$ cat src/design/kbd_pkg.sv
// Shared types, codes and the set-1 key table for the keyboard scan decoder.
// No dependencies; the front end, back end, top level and bench import this package.
`default_nettype none

package kbd_pkg;

    localparam int CHAR_W = 7;

    // Scan codes of the tracked modifier keys
    localparam logic [7:0] SC_LSHIFT_MAKE  = 8'd42;
    localparam logic [7:0] SC_LSHIFT_BREAK = 8'd170;
    localparam logic [7:0] SC_LCTRL_MAKE   = 8'd29;
    localparam logic [7:0] SC_LCTRL_BREAK  = 8'd157;

    // Characters that act as macro commands while ctrl is held, case-mapping codes and NUL
    localparam logic [CHAR_W-1:0] CH_LOWER_H = 7'd104;
    localparam logic [CHAR_W-1:0] CH_UPPER_H = 7'd72;
    localparam logic [CHAR_W-1:0] CH_LOWER_K = 7'd107;
    localparam logic [CHAR_W-1:0] CH_LOWER_A = 7'd97;
    localparam logic [CHAR_W-1:0] CH_LOWER_Z = 7'd122;
    localparam logic [CHAR_W-1:0] CASE_DIFF  = 7'd32;
    localparam logic [CHAR_W-1:0] CH_NUL     = 7'd0;

    // Result kinds
    localparam logic [1:0] KIND_NONE = 2'd0;
    localparam logic [1:0] KIND_CHAR = 2'd1;
    localparam logic [1:0] KIND_PLAY = 2'd2;

    typedef enum logic [1:0] {
        MODE_IDLE  = 2'd0,
        MODE_TYPED = 2'd1,
        MODE_UPPER = 2'd2
    } t_mode;

    typedef enum logic [1:0] {
        OP_NONE   = 2'd0,
        OP_CHAR   = 2'd1,
        OP_RECORD = 2'd2,
        OP_PLAY   = 2'd3
    } t_op;

    typedef enum logic [1:0] {
        BK_IDLE = 2'd0,
        BK_READ = 2'd1,
        BK_EMIT = 2'd2
    } t_back_state;

    typedef struct packed {
        logic  shift;
        logic  ctrl;
        t_mode mode;
    } t_status;

    function automatic logic [CHAR_W-1:0] to_upper(input logic [CHAR_W-1:0] ch);
        if (ch >= CH_LOWER_A && ch <= CH_LOWER_Z) begin
            return ch - CASE_DIFF;
        end
        return ch;
    endfunction

    function automatic logic [CHAR_W-1:0] key_ascii(input logic [6:0] code);
        logic [CHAR_W-1:0] ch;
        unique case (code)
            7'd1:  ch = 7'd27;
            7'd2:  ch = 7'd49;
            7'd3:  ch = 7'd50;
            7'd4:  ch = 7'd51;
            7'd5:  ch = 7'd52;
            7'd6:  ch = 7'd53;
            7'd7:  ch = 7'd54;
            7'd8:  ch = 7'd55;
            7'd9:  ch = 7'd56;
            7'd10: ch = 7'd57;
            7'd11: ch = 7'd48;
            7'd12: ch = 7'd45;
            7'd13: ch = 7'd61;
            7'd14: ch = 7'd8;
            7'd15: ch = 7'd9;
            7'd16: ch = 7'd113;
            7'd17: ch = 7'd119;
            7'd18: ch = 7'd101;
            7'd19: ch = 7'd114;
            7'd20: ch = 7'd116;
            7'd21: ch = 7'd121;
            7'd22: ch = 7'd117;
            7'd23: ch = 7'd105;
            7'd24: ch = 7'd111;
            7'd25: ch = 7'd112;
            7'd26: ch = 7'd91;
            7'd27: ch = 7'd93;
            7'd28: ch = 7'd10;
            7'd30: ch = 7'd97;
            7'd31: ch = 7'd115;
            7'd32: ch = 7'd100;
            7'd33: ch = 7'd102;
            7'd34: ch = 7'd103;
            7'd35: ch = 7'd104;
            7'd36: ch = 7'd106;
            7'd37: ch = 7'd107;
            7'd38: ch = 7'd108;
            7'd39: ch = 7'd59;
            7'd40: ch = 7'd39;
            7'd41: ch = 7'd96;
            7'd43: ch = 7'd92;
            7'd44: ch = 7'd122;
            7'd45: ch = 7'd120;
            7'd46: ch = 7'd99;
            7'd47: ch = 7'd118;
            7'd48: ch = 7'd98;
            7'd49: ch = 7'd110;
            7'd50: ch = 7'd109;
            7'd51: ch = 7'd44;
            7'd52: ch = 7'd46;
            7'd53: ch = 7'd47;
            7'd55: ch = 7'd42;
            7'd57: ch = 7'd32;
            7'd71: ch = 7'd55;
            7'd72: ch = 7'd56;
            7'd73: ch = 7'd57;
            7'd74: ch = 7'd45;
            7'd75: ch = 7'd52;
            7'd76: ch = 7'd53;
            7'd77: ch = 7'd54;
            7'd78: ch = 7'd43;
            7'd79: ch = 7'd49;
            7'd80: ch = 7'd50;
            7'd81: ch = 7'd51;
            7'd82: ch = 7'd48;
            7'd83: ch = 7'd46;
            default: ch = CH_NUL;
        endcase
        return ch;
    endfunction

endpackage

`default_nettype wire

$ cat src/design/kbd_front.sv
// Front end: tracks modifier flags, record mode and fill count, and turns
// each accepted scan code into one command for the back end. Uses kbd_pkg.
`default_nettype none

module kbd_front #(
    parameter int RECORD_DEPTH = 10,
    parameter int IDX_W        = 4
) (
    input  wire logic                       i_clk,
    input  wire logic                       i_rst_n,
    input  wire logic                       i_push,
    input  wire logic [7:0]                 i_scan_code,
    input  wire logic                       i_q_full,
    output logic                            o_cmd_push,
    output kbd_pkg::t_op                    o_cmd_op,
    output kbd_pkg::t_status                o_cmd_status,
    output logic [kbd_pkg::CHAR_W-1:0]      o_cmd_ch,
    output logic [IDX_W-1:0]                o_cmd_idx
);
    import kbd_pkg::*;

    localparam logic [IDX_W-1:0] LAST_IDX = IDX_W'(RECORD_DEPTH - 1);

    logic             r_shift, n_shift;
    logic             r_ctrl, n_ctrl;
    t_mode            r_mode, n_mode;
    logic [IDX_W-1:0] r_count, n_count;
    logic [CHAR_W-1:0] ch_raw, ch;

    always_comb begin
        n_shift  = r_shift;
        n_ctrl   = r_ctrl;
        n_mode   = r_mode;
        n_count  = r_count;
        o_cmd_op = OP_NONE;
        o_cmd_idx = r_count;

        unique case (i_scan_code)
            SC_LSHIFT_MAKE:  n_shift = 1'b1;
            SC_LSHIFT_BREAK: n_shift = 1'b0;
            SC_LCTRL_MAKE:   n_ctrl  = 1'b1;
            SC_LCTRL_BREAK:  n_ctrl  = 1'b0;
            default: ;
        endcase

        ch_raw   = key_ascii(i_scan_code[6:0]);
        ch       = n_shift ? to_upper(ch_raw) : ch_raw;
        o_cmd_ch = ch;

        if (!i_scan_code[7]) begin
            if (!n_ctrl) begin
                unique case (r_mode)
                    MODE_IDLE: o_cmd_op = OP_CHAR;
                    MODE_TYPED, MODE_UPPER: begin
                        // drop the character and leave record mode when full
                        if (r_count == LAST_IDX) begin
                            n_mode = MODE_IDLE;
                        end else begin
                            o_cmd_op = OP_RECORD;
                            o_cmd_ch = (r_mode == MODE_UPPER) ? to_upper(ch) : ch;
                            n_count  = r_count + 1'b1;
                        end
                    end
                    default: ;
                endcase
            end else begin
                if (ch == CH_LOWER_H) begin
                    n_mode  = MODE_TYPED;
                    n_count = '0;
                end else if (ch == CH_UPPER_H) begin
                    n_mode  = MODE_UPPER;
                    n_count = '0;
                end else if (ch == CH_LOWER_K) begin
                    o_cmd_op = OP_PLAY;
                    n_mode   = MODE_IDLE;
                    n_count  = '0;
                end
            end
        end

        o_cmd_status.shift = n_shift;
        o_cmd_status.ctrl  = n_ctrl;
        o_cmd_status.mode  = n_mode;
    end

    assign o_cmd_push = i_push && !i_q_full;

    always_ff @(posedge i_clk) begin
        if (!i_rst_n) begin
            r_shift <= 1'b0;
            r_ctrl  <= 1'b0;
            r_mode  <= MODE_IDLE;
            r_count <= '0;
        end else if (o_cmd_push) begin
            r_shift <= n_shift;
            r_ctrl  <= n_ctrl;
            r_mode  <= n_mode;
            r_count <= n_count;
        end
    end

`ifndef NO_ASSERTIONS
    a_count_bound: assert property (@(posedge i_clk) disable iff (!i_rst_n)
        r_count <= LAST_IDX)
        else $error("record count past last writable entry");

    a_release_no_op: assert property (@(posedge i_clk) disable iff (!i_rst_n)
        o_cmd_push && i_scan_code[7] |-> o_cmd_op == OP_NONE)
        else $error("release code produced a character command");
`endif

endmodule

`default_nettype wire

$ cat src/design/kbd_cmd_fifo.sv
// Short command queue between the front and back ends.
// Generic width; no package dependency.
`default_nettype none

module kbd_cmd_fifo #(
    parameter int WIDTH = 16,
    parameter int DEPTH = 2
) (
    input  wire logic             i_clk,
    input  wire logic             i_rst_n,
    input  wire logic             i_push,
    input  wire logic [WIDTH-1:0] i_wdata,
    output logic                  o_full,
    input  wire logic             i_pop,
    output logic [WIDTH-1:0]      o_rdata,
    output logic                  o_empty
);
    localparam int PTR_W = (DEPTH > 1) ? $clog2(DEPTH) : 1;
    localparam int CNT_W = $clog2(DEPTH + 1);
    localparam logic [PTR_W-1:0] LAST_PTR = PTR_W'(DEPTH - 1);
    localparam logic [CNT_W-1:0] FULL_CNT = CNT_W'(DEPTH);

    logic [WIDTH-1:0] r_mem [DEPTH];
    logic [PTR_W-1:0] r_wptr, r_rptr;
    logic [CNT_W-1:0] r_count;
    logic             do_push, do_pop;

    assign o_full  = (r_count == FULL_CNT);
    assign o_empty = (r_count == '0);
    assign do_push = i_push && !o_full;
    assign do_pop  = i_pop && !o_empty;
    assign o_rdata = r_mem[r_rptr];

    always_ff @(posedge i_clk) begin
        if (do_push) begin
            r_mem[r_wptr] <= i_wdata;
        end
    end

    always_ff @(posedge i_clk) begin
        if (!i_rst_n) begin
            r_wptr  <= '0;
            r_rptr  <= '0;
            r_count <= '0;
        end else begin
            if (do_push) begin
                r_wptr <= (r_wptr == LAST_PTR) ? '0 : r_wptr + 1'b1;
            end
            if (do_pop) begin
                r_rptr <= (r_rptr == LAST_PTR) ? '0 : r_rptr + 1'b1;
            end
            if (do_push && !do_pop) begin
                r_count <= r_count + 1'b1;
            end else if (do_pop && !do_push) begin
                r_count <= r_count - 1'b1;
            end
        end
    end

endmodule

`default_nettype wire

$ cat src/design/kbd_back.sv
// Back end: executes queued commands, owns the record store and the result
// register, and steps through the store on playback. Uses kbd_pkg.
`default_nettype none

module kbd_back #(
    parameter int RECORD_DEPTH = 10,
    parameter int IDX_W        = 4
) (
    input  wire logic                       i_clk,
    input  wire logic                       i_rst_n,
    input  wire logic                       i_cmd_valid,
    input  wire kbd_pkg::t_op               i_cmd_op,
    input  wire kbd_pkg::t_status           i_cmd_status,
    input  wire logic [kbd_pkg::CHAR_W-1:0] i_cmd_ch,
    input  wire logic [IDX_W-1:0]           i_cmd_idx,
    output logic                            o_cmd_pop,
    input  wire logic                       i_pop,
    output logic                            o_empty,
    output logic [1:0]                      o_kind,
    output logic [kbd_pkg::CHAR_W-1:0]      o_char_code,
    output logic                            o_last,
    output kbd_pkg::t_status                o_status
);
    import kbd_pkg::*;

    localparam logic [IDX_W-1:0] LAST_IDX = IDX_W'(RECORD_DEPTH - 1);

    logic [CHAR_W-1:0] r_mem [RECORD_DEPTH];
    logic [CHAR_W-1:0] r_rd_data;
    logic              mem_we;

    t_back_state       r_state, n_state;
    logic [IDX_W-1:0]  r_idx, n_idx;
    logic [IDX_W-1:0]  r_play_cnt, n_play_cnt;
    t_status           r_play_status, n_play_status;

    logic              r_out_valid, n_out_valid;
    logic [1:0]        r_out_kind, n_out_kind;
    logic [CHAR_W-1:0] r_out_char, n_out_char;
    logic              r_out_last, n_out_last;
    t_status           r_out_status, n_out_status;
    logic              out_free;

    always_comb begin
        n_state       = r_state;
        n_idx         = r_idx;
        n_play_cnt    = r_play_cnt;
        n_play_status = r_play_status;
        n_out_valid   = r_out_valid && !i_pop;
        n_out_kind    = r_out_kind;
        n_out_char    = r_out_char;
        n_out_last    = r_out_last;
        n_out_status  = r_out_status;
        o_cmd_pop     = 1'b0;
        mem_we        = 1'b0;
        out_free      = !r_out_valid || i_pop;

        unique case (r_state)
            BK_IDLE: begin
                if (i_cmd_valid && out_free) begin
                    o_cmd_pop = 1'b1;
                    unique case (i_cmd_op)
                        OP_CHAR: begin
                            n_out_valid  = 1'b1;
                            n_out_kind   = KIND_CHAR;
                            n_out_char   = i_cmd_ch;
                            n_out_last   = 1'b1;
                            n_out_status = i_cmd_status;
                        end
                        OP_RECORD: begin
                            mem_we       = 1'b1;
                            n_out_valid  = 1'b1;
                            n_out_kind   = KIND_NONE;
                            n_out_char   = CH_NUL;
                            n_out_last   = 1'b1;
                            n_out_status = i_cmd_status;
                        end
                        OP_PLAY: begin
                            n_state       = BK_READ;
                            n_idx         = '0;
                            n_play_cnt    = i_cmd_idx;
                            n_play_status = i_cmd_status;
                        end
                        OP_NONE: begin
                            n_out_valid  = 1'b1;
                            n_out_kind   = KIND_NONE;
                            n_out_char   = CH_NUL;
                            n_out_last   = 1'b1;
                            n_out_status = i_cmd_status;
                        end
                    endcase
                end
            end
            BK_READ: n_state = BK_EMIT;
            BK_EMIT: begin
                if (out_free) begin
                    // entries at or past the fill count read as cleared
                    n_out_valid  = 1'b1;
                    n_out_kind   = KIND_PLAY;
                    n_out_char   = (r_idx < r_play_cnt) ? r_rd_data : CH_NUL;
                    n_out_last   = (r_idx == LAST_IDX);
                    n_out_status = r_play_status;
                    if (r_idx == LAST_IDX) begin
                        n_state = BK_IDLE;
                    end else begin
                        n_idx   = r_idx + 1'b1;
                        n_state = BK_READ;
                    end
                end
            end
            default: n_state = BK_IDLE;
        endcase
    end

    always_ff @(posedge i_clk) begin
        if (mem_we) begin
            r_mem[i_cmd_idx] <= i_cmd_ch;
        end
        r_rd_data <= r_mem[r_idx];
    end

    always_ff @(posedge i_clk) begin
        if (!i_rst_n) begin
            r_state     <= BK_IDLE;
            r_out_valid <= 1'b0;
        end else begin
            r_state     <= n_state;
            r_out_valid <= n_out_valid;
        end
    end

    always_ff @(posedge i_clk) begin
        r_idx         <= n_idx;
        r_play_cnt    <= n_play_cnt;
        r_play_status <= n_play_status;
        r_out_kind    <= n_out_kind;
        r_out_char    <= n_out_char;
        r_out_last    <= n_out_last;
        r_out_status  <= n_out_status;
    end

    assign o_empty     = !r_out_valid;
    assign o_kind      = r_out_kind;
    assign o_char_code = r_out_char;
    assign o_last      = r_out_last;
    assign o_status    = r_out_status;

`ifndef NO_ASSERTIONS
    a_idx_bound: assert property (@(posedge i_clk) disable iff (!i_rst_n)
        r_state != BK_IDLE |-> r_idx <= LAST_IDX)
        else $error("playback index past store depth");

    a_none_is_zero: assert property (@(posedge i_clk) disable iff (!i_rst_n)
        r_out_valid && r_out_kind == KIND_NONE |-> r_out_char == CH_NUL)
        else $error("empty result carries a character");

    a_single_last: assert property (@(posedge i_clk) disable iff (!i_rst_n)
        r_out_valid && r_out_kind != KIND_PLAY |-> r_out_last)
        else $error("single result not marked last");

    a_no_pop_in_play: assert property (@(posedge i_clk) disable iff (!i_rst_n)
        r_state != BK_IDLE |-> !o_cmd_pop && !mem_we)
        else $error("command taken during playback");
`endif

endmodule

`default_nettype wire

$ cat src/design/keyboard_scan_decoder_with_macro_top.sv
// Top level of the set-1 keyboard scan decoder with record/playback macros.
// Depends on kbd_pkg, kbd_front, kbd_cmd_fifo and kbd_back.
//
// Usage:
//   Input channel: drive i_scan_code and raise push; a code transfers on a
//   clock edge where push is high and full is low. Result channel: while
//   empty is low the oldest result sits on o_kind, o_char_code, o_last and
//   the status ports; it transfers on an edge where pop is high.
//   Every code yields one result, except ctrl+k, which yields RECORD_DEPTH
//   playback results, the final one with o_last set.
//   A transferred code passes through the command queue and then the result
//   register, when the queue and the result register are free.
//   Throughput: the front end takes one code per cycle while the two-entry
//   command queue has room; the back end retires one command per cycle while
//   the result register is free and no playback runs; playback reads each
//   entry from the record store through a register, then emits it.
//   Reset (i_rst_n low at a clock edge) clears the flags, the mode, the fill
//   count, the queue and the result register; stored entries past the fill
//   count read as zero, so the store itself needs no clearing pass.
//   When the receiver stalls, the result register holds, the back end stops,
//   the queue fills and full rises until results drain.
`default_nettype none

module keyboard_scan_decoder_with_macro_top #(
    parameter int RECORD_DEPTH = 10
) (
    input  wire logic                       i_clk,
    input  wire logic                       i_rst_n,
    input  wire logic                       push,
    output logic                            full,
    input  wire logic [7:0]                 i_scan_code,
    output logic                            empty,
    input  wire logic                       pop,
    output logic [1:0]                      o_kind,
    output logic [kbd_pkg::CHAR_W-1:0]      o_char_code,
    output logic                            o_last,
    output logic                            o_shift_held,
    output logic                            o_ctrl_held,
    output logic [1:0]                      o_record_mode
);
    import kbd_pkg::*;

    localparam int IDX_W      = $clog2(RECORD_DEPTH);
    localparam int OP_W       = $bits(t_op);
    localparam int ST_W       = $bits(t_status);
    localparam int CMD_W      = OP_W + ST_W + CHAR_W + IDX_W;
    localparam int QUEUE_DEPTH = 2;

    logic              front_push;
    t_op               front_op;
    t_status           front_status;
    logic [CHAR_W-1:0] front_ch;
    logic [IDX_W-1:0]  front_idx;

    logic [CMD_W-1:0]  q_wdata, q_rdata;
    logic              q_full, q_empty, q_pop;

    t_op               back_op;
    t_status           back_status;
    logic [CHAR_W-1:0] back_ch;
    logic [IDX_W-1:0]  back_idx;
    t_status           out_status;

    kbd_front #(
        .RECORD_DEPTH (RECORD_DEPTH),
        .IDX_W        (IDX_W)
    ) u_front (
        .i_clk        (i_clk),
        .i_rst_n      (i_rst_n),
        .i_push       (push),
        .i_scan_code  (i_scan_code),
        .i_q_full     (q_full),
        .o_cmd_push   (front_push),
        .o_cmd_op     (front_op),
        .o_cmd_status (front_status),
        .o_cmd_ch     (front_ch),
        .o_cmd_idx    (front_idx)
    );

    assign q_wdata = {front_op, front_status, front_ch, front_idx};

    kbd_cmd_fifo #(
        .WIDTH (CMD_W),
        .DEPTH (QUEUE_DEPTH)
    ) u_queue (
        .i_clk   (i_clk),
        .i_rst_n (i_rst_n),
        .i_push  (front_push),
        .i_wdata (q_wdata),
        .o_full  (q_full),
        .i_pop   (q_pop),
        .o_rdata (q_rdata),
        .o_empty (q_empty)
    );

    assign back_op     = t_op'(q_rdata[CMD_W-1 -: OP_W]);
    assign back_status = t_status'(q_rdata[CMD_W-OP_W-1 -: ST_W]);
    assign back_ch     = q_rdata[IDX_W +: CHAR_W];
    assign back_idx    = q_rdata[IDX_W-1:0];

    kbd_back #(
        .RECORD_DEPTH (RECORD_DEPTH),
        .IDX_W        (IDX_W)
    ) u_back (
        .i_clk        (i_clk),
        .i_rst_n      (i_rst_n),
        .i_cmd_valid  (!q_empty),
        .i_cmd_op     (back_op),
        .i_cmd_status (back_status),
        .i_cmd_ch     (back_ch),
        .i_cmd_idx    (back_idx),
        .o_cmd_pop    (q_pop),
        .i_pop        (pop),
        .o_empty      (empty),
        .o_kind       (o_kind),
        .o_char_code  (o_char_code),
        .o_last       (o_last),
        .o_status     (out_status)
    );

    assign full          = q_full;
    assign o_shift_held  = out_status.shift;
    assign o_ctrl_held   = out_status.ctrl;
    assign o_record_mode = out_status.mode;

endmodule

`default_nettype wire

$ cat config.mk
export PLATFORM = sky130hd
export DESIGN_NAME = keyboard_scan_decoder_with_macro_top
export DESIGN_NICKNAME = d
export VERILOG_FILES = /design/src/design/kbd_pkg.sv /design/src/design/kbd_front.sv /design/src/design/kbd_cmd_fifo.sv /design/src/design/kbd_back.sv /design/src/design/keyboard_scan_decoder_with_macro_top.sv
export SDC_FILE = /design/constraint.sdc
export NUM_CORES = 1
export LEC_CHECK = 0
export BUFFER_PORTS_ARGS = -buffer_cell sky130_fd_sc_hd__buf_2
export CAP_MARGIN = 0
export CORE_MARGIN = 2
export CORE_UTILIZATION = 50
export CTS_CLUSTER_DIAMETER = 150
export DETAILED_ROUTE_END_ITERATION = 10
export HOLD_SLACK_MARGIN = 0.1
export PLACE_DENSITY = 0.67
export SYNTH_ARGS = -nofsm -noshare
export SYNTH_HDL_FRONTEND = slang
export SYNTH_SLANG_ARGS = --single-unit
$ cat constraint.sdc
create_clock -name i_clk -period 6.16 [get_ports i_clk]
set_input_delay 1.232 -clock i_clk [delete_from_list [all_inputs] [get_ports i_clk]]
set_output_delay 1.232 -clock i_clk [all_outputs]
set_load 0.05 [all_outputs]
==> results of run 1 <==
report_power, final:
group,internal [W],total [W],switching (W)
logic,0.000234,0.000753,0.000520
registers,0.00134,0.00141,0.0000713
clock network,0.000721,0.00113,0.000408
total,0.00229,0.00329,0.000999
sequential cells by signal (all words and copies together) (netlist names), 2 cells and up, named ones only:
name                  count
u_back.r_mem             70
u_queue.r_mem            34
u_back.o_char_code        7
u_back.r_rd_data          7
u_back.o_status           4
u_back.r_idx              4
u_back.r_play_cnt         4
u_back.r_play_status      4
u_front.o_cmd_idx         4
u_back.o_kind             2
u_back.r_state            2
u_front.r_mode            2
u_queue.r_count           2
worst reg2reg max path, delay by kind of cell (launching register included):
kind                     cells  cell delay (ns)
AO/OA/AOI/OAI                4             1.42
flip-flops                   1             0.89
adder cells (fa/ha/maj)      1             0.38
cell type report:
type	instances	area share, %
flip-flops and latches	153	51.2
multi-input cells	393	35.0
clock buffers	18	5.03
well taps	188	2.76
clock inverters	14	2.54
repair buffers	32	2.02
inverters	34	1.50
routing by layer:
layer	track usage, %	up-vias
met3	4.13	29
met2	33.5	163
met1	25.9	2416
met4	7.63	0
met5	0	-
li1	-	2366
synthesized netlist by cell type, types with 3 or more instances:
library cell  instances
nor2_1               62
or2_2                 3
mux2i_1              21
nand3b_1              5
a31oi_1               6
and2_1                3
nor2b_1              17
nor3_1                9
edfxtp_1            130
a41oi_1               3
a211oi_1             10
a21oi_1              31
ha_1                 24
a22o_1                7
mux2_1                3
nor4_1                6
a22oi_1               5
o211ai_1              5
mux4_2               14
a211o_1               3
nand2b_1             17
a2111oi_0             4
nand4_1               5
nand2_1              24
nand3_1               6
or3_1                 6
inv_1                33
buf_1                 5
clkbuf_1             20
buf_2                 9
nor4bb_1              4
mux2_2               12
o221ai_1              3
o21ai_0              11
nor3b_1               3
xor2_1                5
a21o_1                3
dfxtp_1              23
xnor2_1               4
buf_4                 4
kinds of logic (layout without fill, tap and decap cells):
group	after synthesis	count (layout)	share of synthesized area, %
adders and majority gates	24	24	3.92
and+or+nand+nor	184	184	12.8
xor gates and xnor gates	9	9	1.03
muxes	51	51	9.25
DFF	153	153	56.9
buffers and inverters	74	98	4.16
AOI/OAI and AO/OA	125	125	11.9
final timing paths:
| check | endpoint | cells past startpoint |
|---|---|---|
| min | u_queue.r_count[1] | 2 |
| max | u_queue.r_mem[0][10] | 15 |
| min reg2reg | u_queue.r_count[1] | 2 |
| max reg2reg | u_back.o_char_code[6] | 5 |
placed cells by master (no fill, tap or decap), drive strengths merged, types with 7 or more instances in the layout:
cell type  synthesis  final
dfxtp             23     23
nor3               9      9
nand2             24     24
mux2i             21     21
inv               33     36
nor2b             18     18
a22o               7      7
buf               20     32
edfxtp           130    130
ha                24     24
mux2              16     16
nor2              62     62
o21ai             13     13
mux4              14     14
a211oi            10     10
clkbuf            20     18
a21oi             31     31
nand2b            18     18
nand3              7      7
through the flow:
stage | cell area [sq um] | hold WS (ns) | worst slack (ns) | total power [W]
after floorplan | 7670 | 0.467 | 1.19 | 0.00199
after global placement | 7890 | 0.481 | 0.717 | 0.00215
after detailed placement | 7890 | 0.496 | 0.599 | 0.00218
after CTS | 8530 | 0.511 | 1.04 | 0.00331
after global routing | 8530 | 0.540 | 0.596 | 0.00344
final | 8530 | 0.511 | 0.934 | 0.00329
==> run metrics, run 1 <==
fin cells=832; Max Used Layer=met4; Reg2Reg Setup Slack=around 3.3 ns; setup TNS=0 ns; Yosys warning total=0; post-CTS sizing=0; Tot GR Track Use=about a fifth; ANT nets after route=0; Via density=around 6; critical path class=input pin to flop; Synth area leader=edfxtp_1; Synth Instances=620; Fin. Hold Viols=0; # DRC=0; number of synthesized register bits=roughly 150; diode count=0; I/O pin count=28; first-pass GRT wire length=around 25000 um; minimum clock period=5.23 ns; status=complete, no violations; Max VDD drop=approximately 0.23 mV; clk slew on worst S/H paths=0.06 ns; Pre-Repair DR Iteration Count=4; clock root cell=clkbuf_16; largest net degree at the start of global routing=51; pwr dens=between 300 and 400 nW/um^2; CP arrival=~5.4 ns; top cells by area, synth=edfxtp_1 51%, dfxtp_1 6.0%, mux4_2 4.1%; mapped cell area=7670 sq um; initial antenna violation count=0; worst hold start=u_queue.r_count[1]; worst-margin pin slew=1.00 ns; Avg Inst Size Synth=between 10 and 15 sq um; Syn-to-layout area delta=11.2%; asr flop ratio synth=0%; initial core utilization=approximately half; CTS Hold Bufs=0; Mapped Nets=656; CP Launch Type=input pin; worst-path cell chain=buf_2 > inv_1 > ha_1 > xnor2_1 > mux2i_1 > a222oi_1 > a31oi_1 > o41ai_2 > o211ai_1 > o21ai_0 > ha_1 > o2111ai_1 > a31o_1 > o22ai_2 > mux2_1; crit share post-route=around 85%; crit path from=i_scan_code[1]; RD Place Congestion=around 0.94; hpwl dp=10400 um; CTS H-tree lvls=4; port bufs=27; CP peak stage delay=approximately 0.57 ns; max-cap check violation count=0; worst hold path class=flop to flop; Max Root-Sink Buffers=2; Vias=roughly 5000; Core ar.=15100 sq um; fin nets=667; die span in x=about 130 um; Die H=between 100 and 150 um; WP buf/inv=2; Crit-path slowest cell=a222oi_1; Reg2Reg Launch Point=u_back.r_idx[1]; Clk Latency, worst-skew pair=around 0.42 ns; vias in the first global route=between 4000 and 5000; initial detailed-routing violation count=approximately 350; Layout Utilization=56.5%; Routed WL=roughly 16000 um; fillers=between 1000 and 1500; FF+latch area=between 4000 and 5000 sq um; die area=roughly 16000 sq um; M1 WL=6900 um; ys flop type=edfxtp_1; CP top delay family=compound AO/OA/AOI/OAI gates; fmax=about 190 MHz; post-synth top area share=roughly 51%; Worst EP required=between 6 and 7 ns; Pleak=about 3.1 nW; Core Rows=45; clock skew=0.00974 ns; number of CTS-inserted buffers=17; CTS tree=done; Yosys cell types=between 80 and 90; RSZ-0062 raised after global routing=no; Post-synth EDFFs=130; critical path endpoint category=flop; final setup vio count=0; Final Max Tran Viols=0; CP most frequent cell=ha_1; share of layout cells above drive strength 1=15.7%; met2 routed WL=7620 um; multi-input logic area=2990 sq um; total length of routed met3 wires=653 um; Clock Sinks=around 150; Post-Place Cells=800; post-synthesis sequential area ratio=56.9%; worst-path fanout max=18; Worst slew margin=between 30 and 40%; mean routed wirelength per cell=about 19 um; setup bufs post-CTS=0; grt ovf=0
(Power assumes the default switching activity.)
==> inputs of run 2 (changes only) <==
Settings changed: ABC_AREA set to 1, PLACE_DENSITY 0.67 to 0.69.
Clock period 6.16 ns to 4.3 ns, I/O delays scaled along.
==> run metrics, run 2 <==
status=complete, no violations; adder-cell share of the synthesized area=~4%; clock skew=~0.012 ns; Yosys warning total=0; Core Rows=44; mapped cell area=about 7500 sq um; post-CTS sizing=0; worst hold stages=2; Critical R2R Capture=u_back.r_mem[9][2]; Worst EP required=about 4.5 ns; largest net degree at the start of global routing=53; grt met2 use=34.6%; Reg2Reg Setup Slack=about 1.5 ns; Syn-to-layout area delta=12.3%; cell count of the worst reg-to-reg path=7; CP Launch Type=input pin; asr flop ratio synth=0%; Max VDD drop=a little over 0.3 mV; Synth top cells by count=181 x nand2_1, 130 x edfxtp_1, 74 x inv_1, 71 x nor2_1, 54 x o21ai_0; most used routing layer=met2; initial detailed-routing violation count=~550; Synth Instances=775; setup bufs post-CTS=0; Hold Path End=u_front.o_cmd_idx[3]; minimum clock period=between 3 and 4 ns; crit share post-route=84.0%; grt ovf=0; crit path from=i_scan_code[4]; met1 Usage GRT=27.5%; simple-gate portion of the synthesized area=between 10% and 20%; most frequent cells in the layout=181 x nand2_1, 130 x edfxtp_1, 74 x inv_1; worst hold path class=flop to flop; hpwl dp=roughly 11000 um; Post-Place Cells=between 900 and 1000; fin cells=around 1000; CTS tree=done; post-synthesis mux area share=roughly 2.5%; Worst slew margin=between 40% and 50%; port bufs=27; final setup vio count=0; Pre-Repair DR Iteration Count=5; max-cap check violation count=0; Compound-Gate Fraction of Synth Area=10.4%; mean routed wirelength per cell=between 15 and 20 um; ys flop type=edfxtp_1; worst-path fanout max=9; Avg Inst Size Synth=approximately 9.7 sq um; first-pass GRT wire length=26500 um; Mapped Nets=811; die area=between 15000 and 20000 sq um; # DRC=0; Clock Sinks=153; Via density=approximately 5.5; critical path class=input pin to flop; number of CTS-inserted buffers=17; Post-synth EDFFs=130; critical path endpoint category=flop; top cells by area, synth=edfxtp_1 52%, nand2_1 9.1%, dfxtp_1 6.1%; Final Max Tran Viols=0; Vias=about 5600; post-synth top area share=52.1%; Final Cell Area=approximately 8400 sq um; CP arrival=about 3.8 ns; clock root cell=clkbuf_16; Crit-path slowest cell=nor2_1; worst-margin pin slew=0.893 ns; Top reg by flops=u_back.r_mem; CTS Hold Bufs=0; CTS H-tree lvls=4; Core ar.=roughly 15000 sq um; placed inst area=about 7800 sq um; initial core utilization=just over 50%; worst-path cell chain=buf_2 > nor2_1 > o21a_1 > o21ai_0 > nand3_1 > nand2_1 > o31ai_1 > inv_1 > ha_1 > inv_1 > nor2_1 > a21oi_4 > nand2_2 > nand2_1 > nand2_1 > ha_1 > a31oi_1 > nand2_1 > xor2_1; CP most frequent cell=nand2_1; number of synthesized register bits=around 150; RD Place Congestion=0.965; clk slew on worst S/H paths=approximately 0.06 ns; initial antenna violation count=0; Clk Latency, worst-skew pair=approximately 0.42 ns; worst hold start=u_front.o_cmd_idx[3]; die span in x=about 130 um; setup TNS=0 ns; post-synthesis sequential area ratio=about three fifths; M3 GR Usage=roughly 4.0%; largest family of logic cells by synthesized area=simple AND/OR/NAND/NOR gates; diode count=0; XOR/XNOR share of the synthesized area=0.584%; ANT nets after route=0; max reg flops=70; I/O pin count=28; fin nets=842; pwr dens=approximately 580 nW/um^2; top flop regs=u_back.r_mem (70), u_queue.r_mem (34); RSZ-0062 raised after global routing=no; Routed WL=16100 um; most common cell after layout, fill and taps aside=nand2_1; fmax=277 MHz; vias in the first global route=between 5000 and 6000; most common cell in the netlist=nand2_1; Fin. Hold Viols=0; Die H=126 um; Yosys cell types=43; CP peak stage delay=about 0.5 ns; Tot GR Track Use=between 20% and 30%; share of layout cells above drive strength 1=between 10% and 20%; Synth area leader=edfxtp_1; Max Root-Sink Buffers=2; Pleak=~3.4 nW
-- run 2: cell types whose count changed after synthesis, sizes merged, moves of 7 or more --
cell    change
nand3      +47
inv        +45
nor2b      -18
buf        -12
a21oi       +9
a211oi     -10
mux4       -14
o21ai      +48
nor2       +12
o211ai     +12
mux2       -16
a22o        -7
nand2     +165
nand2b     -18
-- run 2: worst max-delay path by stage --
stage                      endpoint  slack [ns]  depth (start not counted)
6_report        u_queue.r_mem[0][9]        0.69                         19
3_3_place_gp   u_queue.r_mem[0][10]        0.33                         20
5_1_grt         u_queue.r_mem[1][9]        0.38                         21
4_1_cts         u_queue.r_mem[1][9]        0.75                         19
3_5_place_dp   u_queue.r_mem[0][10]        0.32                         20
2_1_floorplan   u_queue.r_mem[0][9]        0.84                         21
-- run 2: area by class of cell --
| type | instances | area [sq um] |
|---|---|---|
| inverter | 79 | 297 |
| clock inverter | 14 | 148 |
| sequential | 153 | 4360 |
| tap | 184 | 230 |
| timing repair buffer | 37 | 210 |
| clock buffer | 18 | 439 |
| multi-input combinational | 518 | 2730 |
| fill | 1209 | 6170 |
-- run 2: routing by layer --
metal	wire, um	up-vias
met4	230	0
met2	7840	184
li1	-	2719
met1	7100	2630
met3	893	28
met5	0	-
-- run 2: report_power, final --
group,leakage [nW],internal (W),total [W],switching [W]
Clock,0.280,0.000872,0.00146,0.000585
Sequential,1.39,0.00197,0.00206,0.0000816
Combinational,1.76,0.000347,0.00139,0.00104
Total,3.44,0.00319,0.00490,0.00170
-- run 2: worst max-delay path, delay by kind of cell --
family | cells | cell delay, ns
AO/OA/AOI/OAI | 5 | 0.81
XOR/XNOR | 1 | 0.17
adder cells (fa/ha/maj) | 2 | 0.46
buffers and inverters | 3 | 0.36
AND/OR/NAND/NOR | 8 | 1.11
-- run 2: kinds of logic after synthesis --
| family | count (synthesis) |
|---|---|
| fa+ha+maj | 24 |
| compound gates | 135 |
| buf+inv | 104 |
| flops | 153 |
| xor+xnor | 5 |
| simple gates | 335 |
| mux | 19 |
-- run 2: per-stage QoR --
step	total power, W	util (%)	setup WS, ns	hold WS, ns
2_1_floorplan	0.00309	-	0.843	0.472
3_3_place_gp	0.00342	53.7	0.334	0.487
3_5_place_dp	0.00346	53.7	0.317	0.496
4_1_cts	0.00492	57.7	0.747	0.516
5_1_grt	0.00513	57.7	0.377	0.534
6_report	0.00490	57.7	0.686	0.517
==> inputs of run 3 (changes only) <==
Settings changed: ABC_AREA 1 to 0.
Clock period 4.3 ns to 3.1 ns, I/O delays scaled along.
==> run metrics, run 3 (synthesis results as in run 1) <==
RD Place Congestion=0.879; Core ar.=approximately 15000 sq um; clk slew on worst S/H paths=roughly 0.06 ns; Die H=about 130 um; Pint=0.00441 W; Net Sw Power=between 0.002 and 0.0025 W; port bufs=27; die area=about 16000 sq um; Clock Sinks=between 150 and 200; share of layout cells above drive strength 1=35.4%; Worst slew margin=a little over half; Tot GR Track Use=about 22%; Clk Latency, worst-skew pair=about 0.42 ns; initial detailed-routing violation count=roughly 370; max-cap check violation count=0; Total Power=0.00648 W; Core Rows=45; Sw Ratio=roughly a third; CP peak stage delay=about 0.37 ns; worst-path cell chain=buf_12 > clkinv_8 > ha_4 > buf_6 > or3b_4 > a21oi_2 > a2111oi_2 > a211o_1 > buf_6 > o41ai_4 > o211ai_1 > xnor2_1 > ha_2 > o2111ai_2 > a31o_1 > o22ai_2 > mux2_4; CP top delay family=compound AO/OA/AOI/OAI gates; fin cells=between 900 and 1000; clock root cell=clkbuf_16; max reg flops=70; pwr dens=652 nW/um^2; Via density=about 5.8; combinational power share=27.1%; Max Root-Sink Buffers=2; CP most frequent cell=buf_6; Fin. Hold Viols=0; mean routed wirelength per cell=roughly 18 um; top flop regs=u_back.r_mem (70), u_queue.r_mem (34); critical path class=input pin to flop; hpwl dp=between 10000 and 15000 um; I/O pin count=28; CP arrival=around 4 ns; most frequent cells in the layout=130 x edfxtp_1, 122 x buf_4, 61 x nor2_1; setup ws final=-0.754 ns; # DRC=0; critical path endpoint category=flop; Max VDD drop=0.422 mV; part of the power in registers=roughly 43%; Clk pwr share=30.1%; fillers=between 1000 and 1500; fin nets=799; fmax=~260 MHz; CP Launch Type=input pin; grt ovf=0; Syn-to-layout area delta=29.6%; number of CTS-inserted buffers=17; Final Max Tran Viols=0; worst hold path class=flop to flop; worst-margin pin slew=0.704 ns; WP buf/inv=4; first-pass GRT wire length=28100 um; diode count=0; final setup vio count=14; clock skew=slightly above 0.008 ns; Crit-path slowest cell=or3b_4; status=finished with violations; initial antenna violation count=0; failing checks=negative setup slack; FF+latch area=roughly 4400 sq um; Post-Place Cells=914; minimum clock period=between 3 and 4 ns; CTS tree=done; largest net degree at the start of global routing=19; Worst EP required=3.27 ns; most common cell after layout, fill and taps aside=edfxtp_1; CTS Hold Bufs=0; Pleak=between 3 and 4 nW; multi-input logic area=between 3000 and 4000 sq um; die span in x=approximately 130 um; Pre-Repair DR Iteration Count=5; vias in the first global route=~5500; CTS H-tree lvls=4; initial core utilization=50.8%; Vias=~5500; Routed WL=17500 um; ANT nets after route=0; crit share post-route=124%; Top reg by flops=u_back.r_mem; worst-path fanout max=7; RSZ-0062 raised after global routing=yes
## run 3: final cells by class
cell class | instances | share of cell area [%]
multi-input cells | 393 | 33.0
well taps | 188 | 2.37
flip-flops and latches | 153 | 43.9
clock buffers | 17 | 4.28
clock inverters | 15 | 1.41
repair buffers | 164 | 13.6
inverters | 34 | 1.54
## run 3: worst paths after layout
check,from,endpoint,slack [ns],cells after the start
setup / recovery,i_scan_code[0],u_queue.r_mem[1][10],-0.75,17
hold / removal,u_queue.r_count[1],u_queue.r_count[1],0.51,2
setup reg to reg,u_front.r_shift,u_queue.r_mem[1][10],0.49,10
hold reg to reg,u_queue.r_count[1],u_queue.r_count[1],0.51,2
## run 3: what timing repair did
item	in CTS	in global routing
endpoints found under the setup margin	18	18
resized for setup	27	43
buffers inserted	8	10
pin swaps	14	20
## run 3: through the flow
stage	TNS, ns	worst slack (ns)	utilization [%]	hold slack (ns)	instance area (sq um)
global route	-5.76	-0.832	65.9	0.500	9940
global placement	-11.21	-1.13	59.2	0.481	8930
floorplan	-4.33	-0.891	-	0.467	7840
detailed placement	-12.57	-1.31	59.2	0.501	8930
CTS	-2.46	-0.595	64.0	0.448	9660
finish	-4.52	-0.754	65.9	0.511	9940
## run 3: routing by layer
| layer | GRT usage, % | share of wire, % | vias to the layer above |
|---|---|---|---|
| met5 | 0 | 0 | - |
| met4 | 9.83 | 2.6 | 0 |
| met3 | 4.26 | 3.8 | 36 |
| met2 | 36.4 | 49 | 144 |
| met1 | 29.1 | 44 | 2720 |
| li1 | - | - | 2643 |
## run 3: power groups by stage
| stage | logic (W) | registers [W] | clock network, W |
|---|---|---|---|
| 6_report | 0.00176 | 0.00277 | 0.00195 |
| 5_1_grt | 0.00191 | 0.00279 | 0.00208 |
| 4_1_cts | 0.00171 | 0.00277 | 0.00199 |
| 3_5_place_dp | 0.00168 | 0.00281 | 0 |
| 3_3_place_gp | 0.00163 | 0.00280 | 0 |
| 2_1_floorplan | 0.000947 | 0.00303 | 0 |
## run 3: tightest hold or removal path, stage by stage (launching register included)
cell and delay (ns):
dfxtp_1 0.32, o21ai_0 0.07, a21oi_1 0.06
